--- src/rtl/core/bcmp_pkg.sv ---
// Shared types and constants of the binomial coefficient modulo p block.
`default_nettype none

package bcmp_pkg;

    // Field widths of the request and result transactions.
    localparam int N_W    = 10;
    localparam int COEF_W = 31;

    // Modulus after reset, and the smallest modulus the datapath accepts.
    localparam logic [COEF_W-1:0] MODULUS_RESET = 31'd1000000007;
    localparam logic [COEF_W-1:0] MODULUS_MIN   = 31'd2;

    // Commands from the controller to the datapath.
    typedef struct packed {
        logic load;     // latch n and r of an accepted request
        logic check;    // preset the trivial result and the row counter
        logic row_start; // open a row: column 1, left neighbor 1, read column 1
        logic calc;     // compute and write one table entry
        logic fetch;    // read column r of the final row
        logic capture;  // keep the fetched entry as result
        logic emit;     // move the result into the output register
    } bcmp_cmd_t;

    // Status from the datapath to the controller.
    typedef struct packed {
        logic trivial_zero; // r above n, or n beyond the row store
        logic trivial_one;  // r equal to 0 or to n
        logic row_done;     // current column is the last one of the row
        logic last_row;     // current row is row n
        logic out_free;     // output register can take a result this cycle
    } bcmp_stat_t;

endpackage

`default_nettype wire

--- src/rtl/core/bcmp_ctrl.sv ---
// Controller state machine that sequences rows and columns of Pascal's table.
`default_nettype none

module bcmp_ctrl (
    input  wire logic                aclk,
    input  wire logic                aresetn,
    input  wire logic                s_valid,
    output logic                     s_ready,
    input  wire bcmp_pkg::bcmp_stat_t stat,
    output bcmp_pkg::bcmp_cmd_t      cmd
);

    localparam logic [2:0] S_IDLE  = 3'd0;
    localparam logic [2:0] S_CHECK = 3'd1;
    localparam logic [2:0] S_ROW   = 3'd2;
    localparam logic [2:0] S_CELL  = 3'd3;
    localparam logic [2:0] S_FETCH = 3'd4;
    localparam logic [2:0] S_LOAD  = 3'd5;
    localparam logic [2:0] S_OUT   = 3'd6;

    logic [2:0] state_reg;
    logic [2:0] state_next;

    // Next state and commands.
    always_comb begin
        state_next = state_reg;
        cmd        = '0;
        s_ready    = 1'b0;
        unique case (state_reg)
            S_IDLE: begin
                s_ready  = 1'b1;
                cmd.load = s_valid;
                if (s_valid) begin
                    state_next = S_CHECK;
                end
            end
            S_CHECK: begin
                cmd.check = 1'b1;
                if (stat.trivial_zero || stat.trivial_one) begin
                    state_next = S_OUT;
                end else begin
                    state_next = S_ROW;
                end
            end
            S_ROW: begin
                cmd.row_start = 1'b1;
                state_next    = S_CELL;
            end
            S_CELL: begin
                cmd.calc = 1'b1;
                if (stat.row_done) begin
                    state_next = stat.last_row ? S_FETCH : S_ROW;
                end
            end
            S_FETCH: begin
                cmd.fetch  = 1'b1;
                state_next = S_LOAD;
            end
            S_LOAD: begin
                cmd.capture = 1'b1;
                state_next  = S_OUT;
            end
            S_OUT: begin
                cmd.emit = stat.out_free;
                if (stat.out_free) begin
                    state_next = S_IDLE;
                end
            end
            default: begin
                state_next = S_IDLE;
            end
        endcase
    end

    // State register.
    always_ff @(posedge aclk) begin
        if (!aresetn) begin
            state_reg <= S_IDLE;
        end else begin
            state_reg <= state_next;
        end
    end

endmodule

`default_nettype wire

--- config.mk ---
export PLATFORM = sky130hd
export DESIGN_NAME = bcmp_ctrl
export DESIGN_NICKNAME = d
export VERILOG_FILES = /design/src/rtl/core/bcmp_pkg.sv /design/src/rtl/core/bcmp_ctrl.sv
export SDC_FILE = /design/constraint.sdc
export NUM_CORES = 1
export LEC_CHECK = 0
export BUFFER_PORTS_ARGS = -buffer_cell sky130_fd_sc_hd__buf_4
export CORE_AREA = 2 2 39 41
export CTS_CLUSTER_DIAMETER = 200
export DETAILED_ROUTE_END_ITERATION = 8
export DIE_AREA = 0 0 41 43
export GPL_ROUTABILITY_DRIVEN = 0
export SLEW_MARGIN = 20
export SYNTH_ARGS = -nofsm -noshare
export SYNTH_HDL_FRONTEND = slang
export SYNTH_SLANG_ARGS = --single-unit
--- constraint.sdc ---
create_clock -name aclk -period 1.8 [get_ports aclk]
set_clock_uncertainty 0.2 [all_clocks]
set_input_delay 0.18 -clock aclk [delete_from_list [all_inputs] [get_ports aclk]]
set_output_delay 0.18 -clock aclk [all_outputs]
set_load 0.03 [all_outputs]
=== After elaboration in Yosys (flattened, before gate mapping) ===
Index checks and enable logic that the tools add are counted.

* Bits of input ports: 8
* Register bits after elaboration: 3
* Logic and storage cells: 27

* Reduce and logical (&&, ||, !) cells: 3
* Eq/ne operators: 9
* Mux-type cells: 14

{| class="wikitable"
|+ Operator list
! kind !! number
|-
| case mux 3 bit (7 select lines) || 1
|-
| 2-to-1 mux 3 bit || 5
|-
| == test 3 bit (second input constant) || 3
|-
| 2-to-1 mux 1 bit || 8
|-
| == test 3 x 2 -> 1 bit (second input constant) || 2
|-
| inequality test 2 bit (second input constant) || 3
|-
| == test 3 x 1 -> 1 bit (second input constant) || 1
|-
| logical NOT 3 bit || 1
|-
| AND reduction 3 bit || 1
|-
| logical OR 1 bit || 1
|}

=== Depth between registers and ports, before layout ===
Gate-level depths: netlist of run 1.

* Word-level depth: 3
* Depth in mapped cells: 4
* Mapped depth without buffers: 3

=== Worst setup path before layout of run 1 ===
No wires, ideal clock.

* Path type: reg-to-output
* Start point: register state_reg[0]
* End point: output port cmd[5] (netlist bit)
* Data arrival time: 1.387 ns
* Setup slack: 0.033 ns
* Cell stages (with the launch flop): 3
* Cells stage by stage: dfxtp_1 buf_2 nor3b_1

{| class="wikitable"
|+ RTL lines
! element !! RTL line !! text
|-
| start: declaration || bcmp_ctrl.sv:21 || <nowiki>logic [2:0] state_reg;</nowiki>
|-
| start signal: assignment || bcmp_ctrl.sv:80 || <nowiki>state_reg <= state_next;</nowiki>
|-
| end: declaration || bcmp_ctrl.sv:10 || <nowiki>output bcmp_pkg::bcmp_cmd_t cmd</nowiki>
|}

==> metrics.md, run 1 <==
| Metric | Value |
|---|---|
| Gr usage total | `about a tenth` |
| Hold Buf Count CTS | `0` |
| Antenna viol nets, final | `0` |
| Clock latency on the worst-skew pair | `0.23 ns` |
| Critical Path End | `cmd[4]` |
| Synth Area in Compound Gates | `~16%` |
| Post-synth top area share | `a little over 20%` |
| Die span in y | `between 40 and 50 µm` |
| Nets | `58` |
| Top delay family on crit path | `flip-flops` |
| Pre-antenna DRT Iters | `2` |
| Crit end category | `output port` |
| H-tree depth | `1` |
| Post-Synth Simple-Gate Area | `between 50% and 60%` |
| Slew Limit Fails | `0` |
| R2r setup slk | `about 0.42 ns` |
| Core ar. | `0.00138 mm²` |
| Fmax | `about 650 MHz` |
| Reg2reg path depth | `3` |
| Outcome | `finished clean` |
| Post-synthesis xor/xnor area fraction | `0%` |
| Worst-margin pin slew | `approximately 0.29 ns` |
| Ys async rst share | `0%` |
| # port buffers | `15` |
| Initial antenna violation count | `0` |
| Seq cells post-synth | `3` |
| Hold Path Class | `input port to flip-flop` |
| Via density | `4.85` |
| Critical path class | `flip-flop to output port` |
| Cell Pwr Density | `~1100 mW/mm²` |
| Arr. time, crit path | `1.15 ns` |
| Fill count | `between 150 and 200` |
| Pin count of the biggest net entering global routing | `17` |
| Inserted Clock Buffers | `3` |
| R2R Path End | `state_reg[2]` |
| Vias in the first global route | `about 280` |
| Fin crit period | `approximately 1.5 ns` |
| DR vias | `about 320` |
| DRC Markers | `0` |
| Worst vdd ir | `about 0.53 mV` |
| Post-place setup slack | `0.283 ns` |
| Setup tns final | `0 ns` |
| EDFF count, synth | `0` |
| Final hold violation count | `0` |
| Die width | `around 40 µm` |
| Cell variety after synth | `23` |
| Max reg flops | `3` |
| P_leak | `approximately 0.19 nW` |
| Slew Limit Headroom | `about four fifths` |
| Required time worst endpoint | `approximately 1.4 ns` |
| Critical R2R Launch | `state_reg[1]` |
| Final setup vio count | `0` |
| Worst Setup Slack, final | `between 0.2 and 0.3 ns` |
| Antenna cells | `0` |
| Cell Area, Synth | `297 µm²` |
| Top cell type by total area after synthesis | `dfxtp_1` |
| Number of max-cap violations | `0` |
| Syn avg cell area | `roughly 9.0 µm²` |
| Combinational family with the most area after synthesis | `simple AND/OR/NAND/NOR gates` |
| Placed Cells | `approximately 60` |
| Critical path launch point type | `flip-flop` |
| Post-synth top flop | `dfxtp_1` |
| Worst path slowest cell | `dfxtp_2` |
| CP startpoint | `state_reg[1]` |
| Die ar. | `0.00176 mm²` |
| # clock sinks | `3` |
| Gr ovfl total | `0` |
| WL/cell | `10.7 µm` |
| Synthesized Nets | `41` |
| Fin crit share | `a little under nine tenths` |
| Stages on worst setup path | `2` |
| Row count | `14` |
| Seq/Total Area, Yosys | `20.3%` |
| First DRT Iteration DRCs | `10` |
| CP Buf/Inv Count | `1` |
| Starting Density | `a little over a fifth` |
| RSZ-0062 raised after global routing | `false` |
| Crit path max fanout | `16` |
| Global-route wire length before repair | `between 1 and 1.5 mm` |
| Area share of fa/ha/maj cells after synthesis | `0%` |
| Area growth syn-to-layout | `47.7%` |
| Worst path max stage delay | `slightly below 0.5 ns` |
| CTS tree | `yes` |
| Final wirelength | `about 700 µm` |
| Max Root-Sink Buffers | `2` |
| Yosys warns | `0` |
| CTS root buf | `clkbuf_4` |
| Clk slew on worst S/H paths | `~0.04 ns` |
| Syn Inst Count | `33` |
| Crit-path cells | `nor3b_1, buf_4` |
| Top cells by area, synth | `dfxtp_1 (20%), and4bb_1 (8.4%), nor3b_1 (7.6%), nor4_4 (7.2%), nor3_2 (6.8%)` |
| Final std cells w/o fill | `65` |
| Share of layout cells above drive strength 1 | `about half` |
| Num ports | `16` |
| Post-synthesis mux area share | `approximately 3.4%` |
timing repair:
| item | 4_1_cts | 5_1_grt |
|---|---|---|
| setup buffers | 0 | 0 |
| endpoints found under the hold margin | 0 | 0 |
| resized for setup | 0 | 3 |
| setup endpoints to repair | 0 | 4 |
routing by layer:
metal / global-route usage, % / wire length (µm)
met2: 15.3 / 382
met3: 6.28 / 36
met1: 11.2 / 278
met4: 6.00 / 0
met5: 0 / 0
layout by cell type, fill, tap and decap left out:
cell      count
a211oi_2      1
nor3b_1       3
nor3_1        2
and2_1        1
a221oi_1      1
o21a_1        1
and3b_1       1
o21ai_0       1
nand3b_1      1
a32o_1        1
a21oi_1       1
and4bb_1      2
and4b_1       1
clkbuf_4      3
mux2i_1       1
nor4_4        1
buf_4        15
nor2b_1       1
nand2_1       1
nor3_2        2
nor2_1        3
inv_1         1
clkbuf_1      1
dfxtp_2       3
worst min path at each step:
| stage | start | to | slack [ns] | cells past startpoint |
|---|---|---|---|---|
| 6_report | aresetn | state_reg[2] | 0.02 | 2 |
| 5_1_grt | aresetn | state_reg[2] | 0.01 | 2 |
| 4_1_cts | aresetn | state_reg[2] | 0.007 | 2 |
| 3_5_place_dp | aresetn | state_reg[2] | 0.25 | 2 |
| 3_3_place_gp | aresetn | state_reg[2] | 0.26 | 2 |
| 2_1_floorplan | aresetn | state_reg[1] | 0.13 | 2 |
cell usage after synthesis, types with 2 or more instances:
library cell  number
nor3_2             2
nor2_1             3
and4bb_1           2
nor3_1             2
nor3b_1            3
dfxtp_1            3
buf_2              2
area by class of cell:
type,instances,area (µm²),area share (%)
timing repair buffer,15,113,25.7
clock buffer,4,26.3,6.00
tap,16,20.0,4.57
multi-input combinational,26,211,48.3
inverter,1,3.75,0.857
sequential,3,63.8,14.6
stage by stage:
step	utilization (%)	hold WS (ns)	area [µm²]	power, mW
global route	31.6	0.0124	438	0.538
finish	31.6	0.0159	438	0.496
global placement	29.5	0.259	408	0.371
floorplan	-	0.133	297	0.310
detailed placement	29.5	0.254	408	0.377
CTS	31.4	0.00738	434	0.502
kinds of logic (layout without fill, tap and decap cells):
kind of cell	after synthesis	count (layout)
and+or+nand+nor	19	19
AOI/OAI and AO/OA	6	6
buffers and inverters	4	20
DFF	3	3
muxes	1	1
report_power, final:
| group | switching (mW) | internal, mW | leakage, nW |
|---|---|---|---|
| registers | 0.0624 | 0.0852 | 0.0258 |
| clock network | 0.0351 | 0.0831 | 0.0150 |
| logic | 0.118 | 0.112 | 0.150 |
| total | 0.215 | 0.281 | 0.191 |
Note: power is estimated with default switching activity, not from simulation.
==> inputs of run 2 (changes only) <==
- ABC_AREA: not set -> 1
==> run 2 against run 1 <==
Effect of this change:
- sequential share of layout area fell by 0.86 points
- largest power group unchanged
- cell count up 28%
- final area unchanged
- global-route usage fell by 1.1 points
==> metrics.md, run 2 <==
| Metric | Value |
|---|---|
| Setup tns final | `0 ns` |
| Yosys warns | `0` |
| DR vias | `approximately 340` |
| Critical R2R Launch | `state_reg[0]` |
| Final wirelength | `674 µm` |
| Resized cells post-CTS | `0` |
| Hpwl dp | `532 µm` |
| Outcome | `finished clean` |
| DRC Markers | `0` |
| Share of layout cells above drive strength 1 | `40.3%` |
| Top cells by area, synth | `dfxtp_1 (21%), inv_1 (12%), nand2_1 (10%), nor2_1 (10%), nand3_1 (7.0%)` |
| Fin crit share | `approximately 92%` |
| Most frequent cells in the layout | `buf_4 (15), inv_1 (9), nor2_1 (8), nand2_1 (8), nand3_1 (4)` |
| Post-CTS Setup Bufs | `0` |
| WL/cell | `~8 µm` |
| Worst-margin pin slew | `0.330 ns` |
| Post-synth top cells | `inv_1 (9), nand2_1 (8), nor2_1 (8), nand3_1 (4)` |
| R2R Path End | `state_reg[2]` |
| CTS root buf | `clkbuf_4` |
| Gr usage total | `a little under a tenth` |
| Slew Limit Headroom | `between 70 and 80%` |
| Hold Buf Count CTS | `1` |
| Nets | `76` |
| Via density | `approximately 4` |
| Row count | `14` |
| Num ports | `16` |
| Gate power share | `49.2%` |
| Syn Inst Count | `49` |
| Ys async rst share | `0%` |
| # port buffers | `15` |
| First DRT Iteration DRCs | `5` |
| Crit-path cells | `nand2_1, nor3b_1, buf_4` |
| Max reg flops | `3` |
| Worst path max stage delay | `0.50 ns` |
| Hold Startpoint | `stat[0]` |
| Clk slew on worst S/H paths | `0.04 ns` |
| Most common cell in the netlist | `inv_1` |
| Final setup vio count | `0` |
| Worst path slowest cell | `dfxtp_1` |
| Arr. time, crit path | `1.28 ns` |
| Reg2reg path depth | `7` |
| # clock sinks | `3` |
| Gr ovfl total | `0` |
| Number of max-cap violations | `0` |
| Syn avg cell area | `~5.9 µm²` |
| Fin crit period | `roughly 1.7 ns` |
| Die ar. | `about 0.0018 mm²` |
| Top delay family on crit path | `flip-flops` |
| Seq/Total Area, Yosys | `about a fifth` |
| Global-route wire length before repair | `approximately 1.1 mm` |
| H-tree depth | `1` |
| Clock latency on the worst-skew pair | `0.24 ns` |
| Max Root-Sink Buffers | `2` |
| Starting Density | `20.8%` |
| EDFF count, synth | `0` |
| Fill count | `roughly 160` |
| Critical path class | `flip-flop to output port` |
| Stages on worst setup path | `3` |
| Final Power | `approximately 0.44 mW` |
| Critical path launch point type | `flip-flop` |
| Placed cell area | `between 400 and 500 µm²` |
| Pre-antenna DRT Iters | `2` |
| Antenna cells | `0` |
| Crit path max fanout | `8` |
| Top cell type by total area after synthesis | `dfxtp_1` |
| Commonest non-fill, non-tap cell in the layout | `buf_4` |
| Cell Pwr Density | `1020 mW/mm²` |
| Cell Area, Synth | `between 200 and 300 µm²` |
| Post-synth top area share | `about a fifth` |
| Fmax | `601 MHz` |
| P_sw | `a little under 0.2 mW` |
| Seq pwr share | `around a quarter` |
| Switching Share | `between 40% and 50%` |
| P_leak | `about 0.24 nW` |
| Cell variety after synth | `16` |
| Hold Path Class | `input port to flip-flop` |
| Hold EP | `state_reg[2]` |
| Crit end category | `output port` |
| Die width | `between 40 and 50 µm` |
| Area growth syn-to-layout | `52.2%` |
| Worst vdd ir | `0.378 mV` |
| Required time worst endpoint | `~1.4 ns` |
| Clock power share | `27.0%` |
| Synthesized Nets | `57` |
| Pint | `between 0.2 and 0.25 mW` |
| RSZ-0062 raised after global routing | `false` |
| Pin count of the biggest net entering global routing | `9` |
| Inserted Clock Buffers | `3` |
| Die span in y | `roughly 43 µm` |
| Post-synth top flop | `dfxtp_1` |
| Vias in the first global route | `302` |
| Core ar. | `about 0.0014 mm²` |
| Initial antenna violation count | `0` |
| Worst hold path cell count | `4` |
| Antenna viol nets, final | `0` |
| CTS tree | `yes` |
| Seq cells post-synth | `3` |
| CP Buf/Inv Count | `1` |
| Final hold violation count | `0` |
| Final cell area excluding filler cells | `438 µm²` |
| R2r setup slk | `approximately 0.44 ns` |
| Slew Limit Fails | `0` |
==> run 2: changes by cell type in the layout (fill, tap and decap cells not counted), sizes merged, moves of 2 or more <==
cell	delta
and4bb	-2
nand2	+10
nand3	+5
nor3b	-2
nor2	+6
inv	+11
==> run 2: worst reg2reg max path, cell delays in order, from the launching register on <==
cell,delay [ns]
dfxtp_1,0.49
nand2_2,0.11
nor2_4,0.11
nand2_2,0.07
nand2_2,0.06
inv_2,0.04
a21oi_2,0.12
nor2_1,0.05
==> run 2: area by class of cell <==
class	count	area [µm²]	area share, %
clock buffers	4	26.3	6.00
flip-flops and latches	3	60.1	13.7
inverters	12	45.0	10.3
repair buffers	16	123	28.0
well taps	16	20.0	4.57
multi-input cells	32	164	37.4
==> run 2: worst max-delay path by stage <==
stage                 startpoint  endpoint  slack (ns)
global route        state_reg[2]    cmd[0]        0.06
global placement    state_reg[2]    cmd[0]        0.38
finish              state_reg[2]    cmd[0]        0.14
floorplan           state_reg[2]    cmd[0]        0.14
detailed placement  state_reg[2]    cmd[0]        0.36
CTS                 state_reg[2]    cmd[0]        0.10
==> run 2: power by group through the flow <==
stage / combinational (mW) / clock, mW / sequential, mW
2_1_floorplan: 0.179 / 0 / 0.0875
3_3_place_gp: 0.219 / 0 / 0.107
3_5_place_dp: 0.219 / 0 / 0.108
4_1_cts: 0.222 / 0.126 / 0.106
5_1_grt: 0.238 / 0.135 / 0.107
6_report: 0.219 / 0.120 / 0.106
==> run 2: logic make-up after synthesis <==
| group | count (synthesis) | share of synthesized area (%) |
|---|---|---|
| flip-flops | 3 | 20.9 |
| buffers and inverters | 14 | 22.2 |
| AND/OR/NAND/NOR | 29 | 49.6 |
| AO/OA/AOI/OAI | 3 | 7.39 |
==> run 2: metal layers <==
layer  GRT usage, %  wire, µm
met3           3.14        40
met1           11.2       302
met5              0         0
met2           12.8       309
met4           8.00        21
==> run 2: metrics by stage <==
step,std cells,hold WS [ns],util [%],setup WS [ns]
after floorplan,49,0.106,-,0.141
after global placement,78,0.209,29.0,0.382
after detailed placement,78,0.221,29.0,0.364
after CTS,83,0.0653,31.6,0.104
after global routing,83,0.103,31.6,0.0602
final,83,0.0723,31.6,0.136
